===== src/hdl/rpws_pkg.sv =====
// ----------------------------------------------------------------------------
// rpws_pkg
// Shared types, constants and helpers for the RGB pixel to pulse symbol
// encoder.
// ----------------------------------------------------------------------------
package rpws_pkg;

  typedef struct packed {
    logic [7:0] red;
    logic [7:0] green;
    logic [7:0] blue;
  } pixel_t;

  typedef struct packed {
    logic       first_level;
    logic [7:0] first_ticks;
    logic       second_level;
    logic [7:0] second_ticks;
    logic       last_symbol;
  } symbol_t;

  // Scaled channels in wire order
  typedef struct packed {
    logic [7:0] green;
    logic [7:0] red;
    logic [7:0] blue;
  } grb_t;

  typedef struct packed {
    logic full;
    logic empty;
  } queue_status_t;

  localparam int unsigned DataBits       = 24;
  localparam int unsigned SymbolCount    = DataBits + 1;
  localparam int unsigned CountWidth     = $clog2(SymbolCount);
  localparam logic [CountWidth-1:0] LastIdx = CountWidth'(DataBits);

  localparam logic [7:0] OneHighTicks    = 8'd9;
  localparam logic [7:0] OneLowTicks     = 8'd3;
  localparam logic [7:0] ZeroHighTicks   = 8'd3;
  localparam logic [7:0] ZeroLowTicks    = 8'd9;
  localparam int unsigned TickHz         = 10000000;
  localparam int unsigned ResetUs        = 50;
  localparam logic [7:0] ResetHalfTicks  = 8'((TickHz / 1000000) * ResetUs / 2);
  localparam logic [7:0] BrightnessReset = 8'd64;
  localparam logic [7:0] FullScale       = 8'd255;

  // Exact p / 255 for any 16-bit p below 65535, then clamp to one byte
  function automatic logic [7:0] scale_div(input logic [15:0] p);
    logic [16:0] s;
    logic [8:0]  q;
    s = {1'b0, p} + 17'd1 + {9'd0, p[15:8]};
    q = s[16:8];
    scale_div = (q > {1'b0, FullScale}) ? FullScale : q[7:0];
  endfunction

endpackage


===== src/hdl/rgb_pixel_to_ws2812_symbols_core.sv =====
// ----------------------------------------------------------------------------
// rgb_pixel_to_ws2812_symbols_core
// RGB pixel to LED pulse symbol encoder with brightness scaling.
// ----------------------------------------------------------------------------
// Usage:
//   Pixels enter on pixel / pixel_valid / pixel_stall; a transaction takes
//   place on a clock edge with valid high and stall low. Each pixel yields
//   25 symbols on symbol / symbol_valid / symbol_stall: 24 data symbols
//   (green, red, blue, MSB first) and one reset symbol flagged last_symbol.
//   brightness_wr loads brightness_data into the scale register; write it
//   only while no pixel is in flight.
// Path: the first symbol of a pixel passes through the multiply stage, the
//   queue, the serializer word register and the output register.
// Throughput: the symbol serializer emits one symbol per cycle while
//   symbol_stall does not hold it; a two-entry queue lets the front keep
//   accepting pixels while the serializer works.
// Reset: rst (synchronous) empties the pipeline and queue and sets
//   brightness to 64.
// Stall: a stalled symbol holds in the output register; the serializer
//   freezes, then the queue fills and pixel_stall rises.
// ----------------------------------------------------------------------------
module rgb_pixel_to_ws2812_symbols_core (
  input  logic              clk,
  input  logic              rst,
  input  rpws_pkg::pixel_t  pixel,
  input  logic              pixel_valid,
  output logic              pixel_stall,
  output rpws_pkg::symbol_t symbol,
  output logic              symbol_valid,
  input  logic              symbol_stall,
  input  logic              brightness_wr,
  input  logic [7:0]        brightness_data
);

  rpws_pkg::queue_status_t qstat;
  rpws_pkg::grb_t          push_data;
  rpws_pkg::grb_t          pop_data;
  logic                    push;
  logic                    pop;

  rpws_front u_front (
    .clk             (clk),
    .rst             (rst),
    .pixel           (pixel),
    .pixel_valid     (pixel_valid),
    .pixel_stall     (pixel_stall),
    .brightness_wr   (brightness_wr),
    .brightness_data (brightness_data),
    .qstat           (qstat),
    .push            (push),
    .push_data       (push_data)
  );

  rpws_queue u_queue (
    .clk       (clk),
    .rst       (rst),
    .push      (push),
    .push_data (push_data),
    .pop       (pop),
    .pop_data  (pop_data),
    .qstat     (qstat)
  );

  rpws_back u_back (
    .clk          (clk),
    .rst          (rst),
    .qstat        (qstat),
    .pop          (pop),
    .pop_data     (pop_data),
    .symbol       (symbol),
    .symbol_valid (symbol_valid),
    .symbol_stall (symbol_stall)
  );

  a_queue_sane: assert property (@(posedge clk) disable iff (rst)
    !(qstat.full && qstat.empty))
    else $error("queue reports full and empty");

  a_no_push_full: assert property (@(posedge clk) disable iff (rst)
    push |-> !qstat.full)
    else $error("push into full queue");

  a_stall_cause: assert property (@(posedge clk) disable iff (rst)
    pixel_stall |-> qstat.full)
    else $error("pixel stalled with queue space");

  a_reset_symbol: assert property (@(posedge clk) disable iff (rst)
    (symbol_valid && symbol.last_symbol) |->
      (!symbol.first_level && symbol.first_ticks == rpws_pkg::ResetHalfTicks))
    else $error("bad closing symbol");

  a_data_symbol: assert property (@(posedge clk) disable iff (rst)
    (symbol_valid && !symbol.last_symbol) |->
      (symbol.first_level && (symbol.first_ticks == rpws_pkg::OneHighTicks ||
                              symbol.first_ticks == rpws_pkg::ZeroHighTicks)))
    else $error("bad data symbol");

endmodule


===== src/hdl/rpws_front.sv =====
// ----------------------------------------------------------------------------
// rpws_front
// Accepts pixels, scales each channel by brightness and pushes the
// reordered green/red/blue word into the symbol queue.
// ----------------------------------------------------------------------------
module rpws_front (
  input  logic                   clk,
  input  logic                   rst,
  input  rpws_pkg::pixel_t       pixel,
  input  logic                   pixel_valid,
  output logic                   pixel_stall,
  input  logic                   brightness_wr,
  input  logic [7:0]             brightness_data,
  input  rpws_pkg::queue_status_t qstat,
  output logic                   push,
  output rpws_pkg::grb_t         push_data
);

  logic [7:0]  brightness;
  logic        prod_valid;
  logic [15:0] prod_r;
  logic [15:0] prod_g;
  logic [15:0] prod_b;
  logic        accept;

  assign pixel_stall = prod_valid && qstat.full;
  assign accept      = pixel_valid && !pixel_stall;
  assign push        = prod_valid && !qstat.full;

  assign push_data.green = rpws_pkg::scale_div(prod_g);
  assign push_data.red   = rpws_pkg::scale_div(prod_r);
  assign push_data.blue  = rpws_pkg::scale_div(prod_b);

  always_ff @(posedge clk) begin
    if (rst) begin
      brightness <= rpws_pkg::BrightnessReset;
      prod_valid <= 1'b0;
    end else begin
      if (brightness_wr) begin
        brightness <= brightness_data;
      end
      if (accept) begin
        prod_valid <= 1'b1;
      end else if (push) begin
        prod_valid <= 1'b0;
      end
    end
  end

  always_ff @(posedge clk) begin
    if (accept) begin
      prod_r <= 16'(pixel.red)   * 16'(brightness);
      prod_g <= 16'(pixel.green) * 16'(brightness);
      prod_b <= 16'(pixel.blue)  * 16'(brightness);
    end
  end

endmodule


===== src/hdl/rpws_queue.sv =====
// ----------------------------------------------------------------------------
// rpws_queue
// Two-entry queue of scaled pixel words between front and back.
// ----------------------------------------------------------------------------
module rpws_queue (
  input  logic                    clk,
  input  logic                    rst,
  input  logic                    push,
  input  rpws_pkg::grb_t          push_data,
  input  logic                    pop,
  output rpws_pkg::grb_t          pop_data,
  output rpws_pkg::queue_status_t qstat
);

  rpws_pkg::grb_t entries [2];
  logic           wr_ptr;
  logic           rd_ptr;
  logic [1:0]     count;

  assign qstat.full  = (count == 2'd2);
  assign qstat.empty = (count == 2'd0);
  assign pop_data    = entries[rd_ptr];

  always_ff @(posedge clk) begin
    if (rst) begin
      wr_ptr <= 1'b0;
      rd_ptr <= 1'b0;
      count  <= 2'd0;
    end else begin
      if (push) begin
        wr_ptr <= !wr_ptr;
      end
      if (pop) begin
        rd_ptr <= !rd_ptr;
      end
      case ({push, pop})
        2'b10:   count <= count + 2'd1;
        2'b01:   count <= count - 2'd1;
        default: count <= count;
      endcase
    end
  end

  always_ff @(posedge clk) begin
    if (push) begin
      entries[wr_ptr] <= push_data;
    end
  end

endmodule


===== src/hdl/rpws_back.sv =====
// ----------------------------------------------------------------------------
// rpws_back
// Serializes one scaled word into 24 data symbols and a closing reset
// symbol, one symbol per cycle unless the output stalls, through a registered output.
// ----------------------------------------------------------------------------
module rpws_back (
  input  logic                    clk,
  input  logic                    rst,
  input  rpws_pkg::queue_status_t qstat,
  output logic                    pop,
  input  rpws_pkg::grb_t          pop_data,
  output rpws_pkg::symbol_t       symbol,
  output logic                    symbol_valid,
  input  logic                    symbol_stall
);

  logic                              busy;
  logic [rpws_pkg::DataBits-1:0]     word;
  logic [rpws_pkg::CountWidth-1:0]   cnt;
  logic                              emit;
  logic                              at_last;
  rpws_pkg::symbol_t                 sym;

  assign at_last = (cnt == rpws_pkg::LastIdx);
  assign emit    = busy && (!symbol_valid || !symbol_stall);
  // Load the next word in the same cycle the reset symbol enters the output register
  assign pop     = !qstat.empty && (!busy || (emit && at_last));

  always_comb begin
    sym.last_symbol  = 1'b0;
    sym.first_level  = 1'b1;
    sym.second_level = 1'b0;
    if (at_last) begin
      sym.first_level  = 1'b0;
      sym.first_ticks  = rpws_pkg::ResetHalfTicks;
      sym.second_ticks = rpws_pkg::ResetHalfTicks;
      sym.last_symbol  = 1'b1;
    end else if (word[rpws_pkg::DataBits-1]) begin
      sym.first_ticks  = rpws_pkg::OneHighTicks;
      sym.second_ticks = rpws_pkg::OneLowTicks;
    end else begin
      sym.first_ticks  = rpws_pkg::ZeroHighTicks;
      sym.second_ticks = rpws_pkg::ZeroLowTicks;
    end
  end

  always_ff @(posedge clk) begin
    if (rst) begin
      busy         <= 1'b0;
      cnt          <= '0;
      symbol_valid <= 1'b0;
    end else begin
      if (emit) begin
        symbol_valid <= 1'b1;
      end else if (!symbol_stall) begin
        symbol_valid <= 1'b0;
      end
      if (pop) begin
        busy <= 1'b1;
        cnt  <= '0;
      end else if (emit) begin
        if (at_last) begin
          busy <= 1'b0;
          cnt  <= '0;
        end else begin
          cnt <= cnt + 1'b1;
        end
      end
    end
  end

  always_ff @(posedge clk) begin
    if (emit) begin
      symbol <= sym;
    end
    if (pop) begin
      word <= pop_data;
    end else if (emit) begin
      word <= {word[rpws_pkg::DataBits-2:0], 1'b0};
    end
  end

endmodule


===== config.mk =====
export PLATFORM = sky130hd
export DESIGN_NAME = rgb_pixel_to_ws2812_symbols_core
export DESIGN_NICKNAME = d
export VERILOG_FILES = /design/src/hdl/rpws_pkg.sv /design/src/hdl/rgb_pixel_to_ws2812_symbols_core.sv /design/src/hdl/rpws_front.sv /design/src/hdl/rpws_queue.sv /design/src/hdl/rpws_back.sv
export SDC_FILE = /design/constraint.sdc
export NUM_CORES = 1
export LEC_CHECK = 0
export ABC_AREA = 1
export CAP_MARGIN = 10
export CORE_MARGIN = 1
export CORE_UTILIZATION = 50
export DETAILED_ROUTE_END_ITERATION = 6
export DONT_BUFFER_PORTS = 1
export PLACE_DENSITY = 0.66
export SKIP_LAST_GASP = 1
export SLEW_MARGIN = 30
export SYNTH_ARGS = -nofsm -noshare
export SYNTH_HDL_FRONTEND = slang
export SYNTH_SLANG_ARGS = --single-unit

===== constraint.sdc =====
create_clock -name clk -period 9.55 [get_ports clk]
set_input_delay 0.4775 -clock clk [delete_from_list [all_inputs] [get_ports clk]]
set_output_delay 0.4775 -clock clk [all_outputs]
set_load 0.01 [all_outputs]

==> results.cfg, run 1 <==
[logic_synthesis]
synthDistinctLibCells = 36
synth.ff_latch_count = 147
avgSynthCellArea_um2 = 7.94
yosysWarnings = 0
synthCells = 1765
synth.cell_area_um2 = 14000
ys_seq_area_share_pct = 30.0

[placed_design]
port_buffers = 0
hpwl_mm = 21.3
place_congestion = 0.887

[setup_path]
crit_required_ps = 9730
crit_fanout = 25
cp_data_arrival_time_ps = 4830
cp-start-kind = flip-flop
end_kind = flip-flop
path_class = flip-flop to flip-flop

[clocking]
cts_setup_buffers = 0
clk_latency_ps = 430
cts_hold_buffers = 0
cts_tree = built
cts-resized-gates = 0
cts_made_buffers = 17
cts_max_level = 4
clockBufferDepth = 2
cts_root_buffer = clkbuf_16
clkSinkCount = 147
path_clk_slew_ps = 70

[layout]
area_delta_synth_final_pct = 5.08
fill_cells = 2556
nets = 1997
diodes = 0
drive_above_1_share_pct = 4.33

[die]
io-pin-count = 58
design.core.area_um2 = 27300
initial_core_util_pct = 51.4
die_w_um = 169
chipHeight_um = 169
rows = 60
die_area_um2 = 28700

[global_route]
grt_max_degree = 53
antenna_found_initial = 0
grt_pass1_vias = 10364
grt_usage_pct = 20.4
grt_pass1_wl_mm = 47.2
overflow = 0

[flow_run]
cap_violations = 0

[sta]
fin_skew_ps = 14.1
hold_viol_final = 0
rsz0062_at_grt = false
min_period_ps = 4650
hold_ws_ps = 106
setup_viol = 0
slew_violations = 0
max_freq_mhz = 215
worst_pin_slew_ps = 946
fin_crit_sh_pct = 48.7
finalSetupTns_ps = 0
timing.slew.headroom_pct = 36.9

[drt]
finalWirelength_mm = 26.8
postRouteAntennaNets = 0
viasPerCell = 4.86
drt-pass1-iter-count = 4
vias = 10220
drc = 0
drt_iter0_markers = 562
wl_per_cell_um = 12.7

[pwr]
irDropWorstVdd_v = 0.000144
p_leak_nw = 8.45
power_density_nw_per_um2 = 218

[status]
status = complete, no violations

[worst_hold_path]
hold_class = primary input to flip-flop
[synthesized netlist by cell type, drive strengths merged]
master	number	share of area, %
a21o	2	0.11
a21oi	34	1.3
a31oi	3	0.13
and2	3	0.13
buf	21	1.2
clkbuf	49	1.4
conb	1	0.027
dfxtp	21	3.0
edfxtp	126	27
fa	108	15
ha	132	12
inv	467	13
mux2i	24	1.7
nand2	498	13
nand3	73	2.7
nand3b	1	0.054
nand4	17	0.76
nor2	79	2.1
nor3	9	0.32
nor4	1	0.045
o211ai	2	0.11
o21ai	57	2.6
o21bai	7	0.37
or2	2	0.089
xnor2	7	0.44
xor2	21	1.3
[metrics by stage]
| step | cell area [µm²] | power [mW] | utilization (%) | cells | setup WS, ps |
|---|---|---|---|---|---|
| after floorplan | 14000 | 2.31 | - | 1767 | 5310 |
| after global placement | 14200 | 2.57 | 52.0 | 2073 | 5000 |
| after detailed placement | 14200 | 2.61 | 52.0 | 2073 | 4870 |
| after CTS | 14700 | 3.25 | 54.0 | 2105 | 4840 |
| after global routing | 14700 | 3.52 | 54.1 | 2105 | 4590 |
| final | 14700 | 3.21 | 54.1 | 2105 | 4900 |
[logic make-up after synthesis]
kind of cell / synth area share (%)
AO/OA/AOI/OAI: 4.59
XOR/XNOR: 1.75
adder cells (fa/ha/maj): 27.2
buffers and inverters: 15.1
flip-flops: 30.0
multiplexers: 1.71
other: 0.0267
AND/OR/NAND/NOR: 19.7
[layout make-up]
class / instances / area [µm²] / share of cell area, %
clock buffers: 18 / 439 / 2.98
clock inverters: 14 / 115 / 0.781
inverters: 467 / 1760 / 11.9
multi-input cells: 1083 / 7720 / 52.4
flip-flops and latches: 147 / 4210 / 28.6
well taps: 372 / 465 / 3.16
repair buffers: 4 / 30.0 / 0.204
[layout by cell type (no fill, tap or decap), types with 4 or more instances in the layout]
cell type / count
a21oi_1: 33
buf_4: 4
clkbuf_16: 17
dfxtp_1: 16
dfxtp_2: 5
edfxtp_1: 126
fa_1: 108
ha_1: 132
inv_1: 466
inv_4: 4
mux2i_1: 24
nand2_1: 493
nand2_2: 4
nand3_1: 71
nand4_1: 17
nor2_1: 76
nor3_1: 9
o21ai_0: 33
o21ai_1: 4
o21ai_2: 20
o21bai_1: 7
xnor2_1: 7
xor2_1: 21
[power by group]
part | leakage (nW) | internal (mW) | switching, mW | total (mW)
combinational | 6.79 | 0.517 | 0.937 | 1.45
clock | 0.282 | 0.347 | 0.279 | 0.626
sequential | 1.38 | 0.998 | 0.135 | 1.13
total | 8.45 | 1.86 | 1.35 | 3.21
[worst max-delay path, cell delays in order, from the launching register on]
cell and delay [ps]:
dfxtp_1 940, nand2_1 150, inv_1 140, fa_1 440
fa_1 470, fa_1 540, inv_1 50, fa_1 520
inv_1 40, ha_1 350, a21oi_1 240, nor2_1 80
o21ai_0 210, nand3_1 100, nand2_1 70, nand2_1 40
[metal layers]
layer	global-route usage [%]	vias up	share of wire, %
met5	0	-	0
li1	-	5227	-
met1	26.9	4769	47
met4	5.01	0	1.1
met3	2.89	21	4.3
met2	35.3	203	47
[worst paths after layout]
kind	start	end	slack, ps	cells past startpoint
min reg2reg	u_back.cnt[1]$_SDFFE_PP0P_	u_back.cnt[1]$_SDFFE_PP0P_	500	2
min	rst	u_back.symbol_valid$_SDFFE_PP0P_	110	1
max	u_front.brightness[3]$_SDFFE_PP0P_	u_front.prod_r[15]$_DFFE_PP_	4900	15
max reg2reg	u_front.brightness[3]$_SDFFE_PP0P_	u_front.prod_r[15]$_DFFE_PP_	4900	15
[registers in the layout (all words and copies together), names as in the netlist, named ones only]
name and count:
u_queue.wr_ptr 1, u_back.symbol_valid 1, u_front.prod_g 16, u_front.prod_r 16
u_back.busy 1, u_front.prod_valid 1, u_queue.count 2, u_queue.entries 48
u_front.prod_b 16, u_back.cnt 5, u_back.symbol 6, u_back.word 24
u_front.brightness 8, u_queue.rd_ptr 1
No activity file was read; power rests on OpenSTA's default activity.
==> run 2, diff against run 1 <==
PLACE_DENSITY = 0.69   (was 0.66)
clock period = 3.78 ns   (was 9.55 ns; I/O delays follow)
==> run 2 against run 1 <==
The flow now finishes with violations (negative setup slack). Worst setup slack lost 5000 ps. Core utilization grew 6.2 points. Cell area grew 12%. Fmax grew 18%. Via count grew 4.6%. Critical path type unchanged. Highest routed layer unchanged.
==> results.cfg, run 2 (same netlist as run 1, synthesis figures left out) <==
[status]
status = finished, violations left
violations = negative setup slack

[die]
die_area_um2 = 28700
rows = 60
design.core.area_um2 = 27300
io-pin-count = 58
chipHeight_um = 169
die_w_um = 169
initial_core_util_pct = 51.4

[placed_design]
port_buffers = 0
hpwl_mm = 21.1
placed_cells = 2142
place_congestion = 0.868

[sta]
fin_skew_ps = 17.5
rsz0062_at_grt = true
setup_viol = 15
max_freq_mhz = 254
slew_violations = 0
min_period_ps = 3930
timing.slew.headroom_pct = 44.8
worst_pin_slew_ps = 829
fin_ws_ps = -153
hold_viol_final = 0
fin_crit_sh_pct = 104

[drt]
wl_met1_mm = 12.8
drc = 0
viasPerCell = 4.83
met3_length_mm = 1.13
postRouteAntennaNets = 0
drt-pass1-iter-count = 4
finalWirelength_mm = 28.1
wl_met2_mm = 13.8
highest_layer = met4
vias = 10692
wl_per_cell_um = 12.7
drt_iter0_markers = 616

[setup_path]
critPathMaxStageDelay_ps = 490
crit_path_start = u_front.brightness[3]$_SDFFE_PP0P_
crit_required_ps = 3970
crit_path_frequent_cell = fa_1
r2r-start = u_front.brightness[3]$_SDFFE_PP0P_
path_class = flip-flop to flip-flop
end_kind = flip-flop
rr_endpoint = u_front.prod_b[10]$_DFFE_PP_
cp_cell_sequence = buf_6, buf_4, nand2_2, fa_1, fa_1, inv_1, fa_1, inv_1, fa_1, inv_2, ha_4, a21oi_4, nor2_4, nor2_2, nand2_2, buf_4, xor2_1
ff2ff_path_depth = 17
crit_fanout = 5
cp_data_arrival_time_ps = 4120
reg2reg_slack_ps = -150
crit_path_top_delay_cell = fa_1
cp-start-kind = flip-flop

[pwr]
switching_power_mw = 3.83
comb_power_share_pct = 50.7
internal_power_mw = 5.42
irDropWorstVdd_v = 0.000299
power_frac_clock_pct = 18.7
power_density_nw_per_um2 = 563
p_leak_nw = 9.06
seqPwrFrac_pct = 30.6
swShare_pct = 41.4

[global_route]
antenna_found_initial = 0
grt_usage_pct = 20.2
grt_pass1_vias = 10569
overflow = 0
grt_pass1_wl_mm = 47.0
grt_max_degree = 53

[layout]
fill_cells = 2327
layout_common_cells = 453 x nand2_1, 447 x inv_1, 126 x edfxtp_1
regMostFlops = u_queue.entries
drive_above_1_share_pct = 16.7
fin_util_pct = 60.3
largest_reg_flops = 48
multi_input_area_um2 = 8380
final_common_cell = nand2_1
area_delta_synth_final_pct = 17.2
reg_top3 = u_queue.entries: 48 flops, u_back.word: 24 flops
seq_area_um2 = 4220
final_cells = 2214
nets = 2105

[clocking]
clkSinkCount = 147
cts_max_level = 4
clockBufferDepth = 2
clk_latency_ps = 440
cts_tree = built
cts_made_buffers = 17
cts_root_buffer = clkbuf_16
path_clk_slew_ps = 70

[worst_hold_path]
min_path_cells = 3
hold_class = primary input to flip-flop
min-delay-start = symbol_stall
worstHoldEndpoint = u_back.cnt[1]$_SDFFE_PP0P_

[flow_run]
cap_violations = 0
==> run 2: cell count changes in the layout (fill, tap and decap cells not counted), sizes merged <==
cell | before | now
buf | 4 | 97
dlygate4sd3 | 0 | 15
inv | 476 | 473
clkbuf | 18 | 20
clkinv | 5 | 6
diode | 0 | 1
==> run 2: metal layers <==
| metal | up-vias | track usage, % |
|---|---|---|
| met5 | - | 0 |
| met1 | 4999 | 25.7 |
| li1 | 5438 | - |
| met4 | 0 | 5.99 |
| met2 | 221 | 35.3 |
| met3 | 34 | 3.10 |
==> run 2: what timing repair did <==
action	CTS	global route
setup buffers	6	19
resized for setup	52	117
endpoints found under the setup margin	30	30
gates cloned	0	0
pin swaps	48	73
hold endpoints to repair	15	0
hold buffers	15	0
==> run 2: area by class of cell <==
class                           instances  share of cell area, %
Antenna cell                            1                 0.0152
Clock buffer                           20                   2.98
Clock inverter                         12                  0.777
Inverter                              467                   10.7
Multi-Input combinational cell       1083                   51.0
Sequential cell                       147                   25.7
Tap cell                              372                   2.83
Timing Repair Buffer                  112                   6.04
==> run 2: worst max-delay path by stage <==
stage / endpoint / depth (start not counted)
after floorplan: u_front.prod_g[12]$_DFFE_PP_ / 20
after global placement: u_front.prod_b[12]$_DFFE_PP_ / 17
after detailed placement: u_front.prod_b[12]$_DFFE_PP_ / 17
after CTS: u_front.prod_r[14]$_DFFE_PP_ / 19
after global routing: u_front.prod_r[14]$_DFFE_PP_ / 19
final: u_front.prod_b[10]$_DFFE_PP_ / 17
==> run 2: power groups by stage <==
stage | logic, mW | registers [mW] | clock network (mW)
4_1_cts | 4.34 | 2.83 | 1.76
3_5_place_dp | 4.14 | 2.87 | 0
6_report | 4.69 | 2.83 | 1.73
2_1_floorplan | 3.28 | 2.73 | 0
3_3_place_gp | 4.05 | 2.85 | 0
5_1_grt | 5.33 | 2.88 | 1.82
==> run 2: through the flow <==
stage               power [mW]  cell area, µm²  TNS (ps)  setup slack [ps]  hold slack (ps)
finish                    9.25           16400      -884              -153             25.1
global route              10.0           16400     -4050              -280             16.4
CTS                       8.94           15900      -311             -81.7             8.69
detailed placement        7.01           14900     -7310              -392              261
global placement          6.90           14900     -4660              -273              259
floorplan                 6.01           14400     -42.7             -24.0              258
==> run 2: critical path: cells and delay by family (launching register included) <==
family	cells	cell delay, ps
AND/OR/NAND/NOR	4	310
flip-flops	1	390
AO/OA/AOI/OAI	1	170
adder cells (fa/ha/maj)	5	2170
XOR/XNOR	1	140
buffers and inverters	6	520
==> run 3, diff against run 2 <==
CTS_CLUSTER_SIZE = 10   (was default)
SETUP_SLACK_MARGIN = 0.02   (was default)
==> run 3 against run 2 <==
The flow still finishes with violations (negative setup slack). Critical path depth grew 2. First-iteration DRC count grew 17%. Clock skew grew 1.7 ps. Clock-buffer cell count shrank 3. Core utilization shrank 0.40 points. Register-to-register slack gained 40 ps. Global-route usage grew 1.1 points. Critical path type unchanged. Largest cell class unchanged.
==> results.cfg, run 3 (same netlist as run 1, synthesis figures left out) <==
[drt]
wl_per_cell_um = 13.0
vias = 10796
drc = 0
drt_iter0_markers = 720
viasPerCell = 4.89
drt-pass1-iter-count = 5
postRouteAntennaNets = 0
finalWirelength_mm = 28.7

[pwr]
swShare_pct = 41.9
comb_power_share_pct = 50.8
internal_power_mw = 5.32
switching_power_mw = 3.84
seqPwrFrac_pct = 30.9
power_frac_clock_pct = 18.3
power_density_nw_per_um2 = 561
irDropWorstVdd_v = 0.000348
p_leak_nw = 9.03

[sta]
setup_viol = 15
hold_viol_final = 0
worst_pin_slew_ps = 813
rsz0062_at_grt = true
fin_crit_sh_pct = 103
timing.slew.headroom_pct = 45.8
min_period_ps = 3900
max_freq_mhz = 257
slew_violations = 0
fin_skew_ps = 19.1
fin_ws_ps = -117

[flow_run]
cap_violations = 0

[placed_design]
port_buffers = 0
place_congestion = 0.860
hpwl_mm = 21.6
placed_cells = 2144

[die]
die_w_um = 169
design.core.area_um2 = 27300
initial_core_util_pct = 51.4
rows = 60
die_area_um2 = 28700
io-pin-count = 58
chipHeight_um = 169

[global_route]
overflow = 0
grt_max_degree = 53
grt_pass1_wl_mm = 49.2
grt_pass1_vias = 11027
antenna_found_initial = 0
grt_usage_pct = 21.2

[status]
violations = negative setup slack
status = finished, violations left

[worst_hold_path]
min-delay-start = symbol_stall
min_path_cells = 1
hold_class = primary input to flip-flop
worstHoldEndpoint = u_back.symbol[7]$_SDFFCE_PP1P_

[layout]
regMostFlops = u_queue.entries
fin_util_pct = 59.9
drive_above_1_share_pct = 15.0
area_delta_synth_final_pct = 16.4
diodes = 0
nets = 2102
reg_top3 = u_queue.entries: 48 flops, u_back.word: 24 flops
largest_reg_flops = 48
final_cells = 2210
layout_common_cells = 466 x nand2_1, 454 x inv_1, 126 x edfxtp_1
final_common_cell = nand2_1

[clocking]
cts_root_buffer = clkbuf_16
cts_made_buffers = 17
clkSinkCount = 147
path_clk_slew_ps = 80
cts_tree = built
clockBufferDepth = 2
cts_max_level = 4
clk_latency_ps = 430

[setup_path]
crit_path_top_delay_cell = fa_1
crit_required_ps = 3970
ff2ff_path_depth = 19
crit_fanout = 8
end_kind = flip-flop
r2r-start = u_front.brightness[2]$_SDFFE_PP0P_
reg2reg_slack_ps = -120
path_class = flip-flop to flip-flop
rr_endpoint = u_front.prod_g[10]$_DFFE_PP_
cp-start-kind = flip-flop
crit_path_frequent_cell = fa_1
cp_top_family = adder cells
cp_cell_sequence = buf_6, buf_6, nand2_2, fa_1, fa_1, inv_1, fa_1, inv_1, fa_1, inv_2, ha_4, nand2_2, nand2_2, inv_2, nor2_4, nor2_1, nand2_1, buf_4, xor2_1
critPathMaxStageDelay_ps = 490
cp_data_arrival_time_ps = 4090
cp_num_buf_inv = 7
run 3: changes by cell type in the layout (fill, tap and decap cells not counted), moves of 4 or more:
| cell | delta |
|---|---|
| nand3_1 | +4 |
| inv_1 | +7 |
| nand2_1 | +13 |
| inv_2 | -7 |
| nand2_2 | -12 |
| nand3_2 | -4 |
run 3: per-layer routing:
| metal | GRT usage, % | routed length (µm) | vias to the layer above | part of all wire [%] |
|---|---|---|---|---|
| met1 | 26.6 | 12800 | 5105 | 44 |
| li1 | - | - | 5429 | - |
| met4 | 4.35 | 244 | 0 | 0.85 |
| met3 | 3.54 | 1260 | 25 | 4.4 |
| met5 | 0 | 0 | - | 0 |
| met2 | 38.5 | 14400 | 237 | 50 |
run 3: layout make-up:
class,instances,area (µm²)
fillers,2342,10900
multi-input cells,1083,8330
flip-flops and latches,147,4220
inverters,467,1750
repair buffers,109,965
well taps,372,465
clock buffers,17,425
clock inverters,15,168
run 3: stage by stage:
stage                     instance area (µm²)  setup TNS (ps)  hold WS [ps]  setup slack [ps]  power (mW)
after global routing                    16300           -4200          25.3              -278        9.93
after CTS                               16000            -400          13.2             -83.8        8.99
after floorplan                         14400           -42.7           258             -24.0        6.02
final                                   16300            -967          26.8              -117        9.16
after detailed placement                14900           -6160           261              -345        7.03
after global placement                  14900           -3770           259              -236        6.91
run 3: worst max-delay path by stage:
stage | start | end | cells past startpoint | slack, ps
6_report | u_front.brightness[2]$_SDFFE_PP0P_ | u_front.prod_g[10]$_DFFE_PP_ | 19 | -120
5_1_grt | u_front.brightness[5]$_SDFFE_PP0P_ | u_front.prod_r[14]$_DFFE_PP_ | 19 | -280
2_1_floorplan | u_front.brightness[5]$_SDFFE_PP0P_ | u_front.prod_g[12]$_DFFE_PP_ | 20 | -20
3_5_place_dp | u_front.brightness[2]$_SDFFE_PP0P_ | u_front.prod_b[15]$_DFFE_PP_ | 16 | -340
4_1_cts | u_front.brightness[2]$_SDFFE_PP0P_ | u_front.prod_r[14]$_DFFE_PP_ | 19 | -80
3_3_place_gp | u_front.brightness[2]$_SDFFE_PP0P_ | u_front.prod_b[11]$_DFFE_PP_ | 15 | -240
run 3: power by group through the flow:
stage | sequential, mW | combinational (mW) | clock, mW
after CTS | 2.83 | 4.45 | 1.71
final | 2.83 | 4.65 | 1.68
after global routing | 2.88 | 5.28 | 1.77
after global placement | 2.85 | 4.06 | 0
after detailed placement | 2.86 | 4.17 | 0
after floorplan | 2.73 | 3.29 | 0
run 3: repair_timing:
item / CTS / global route
hold buffers: 15 / 0
pin swaps: 40 / 48
gates cloned: 0 / 1
resized for setup: 66 / 62
endpoints found under the setup margin: 30 / 30
hold endpoints to repair: 15 / 0
buffers inserted: 11 / 9
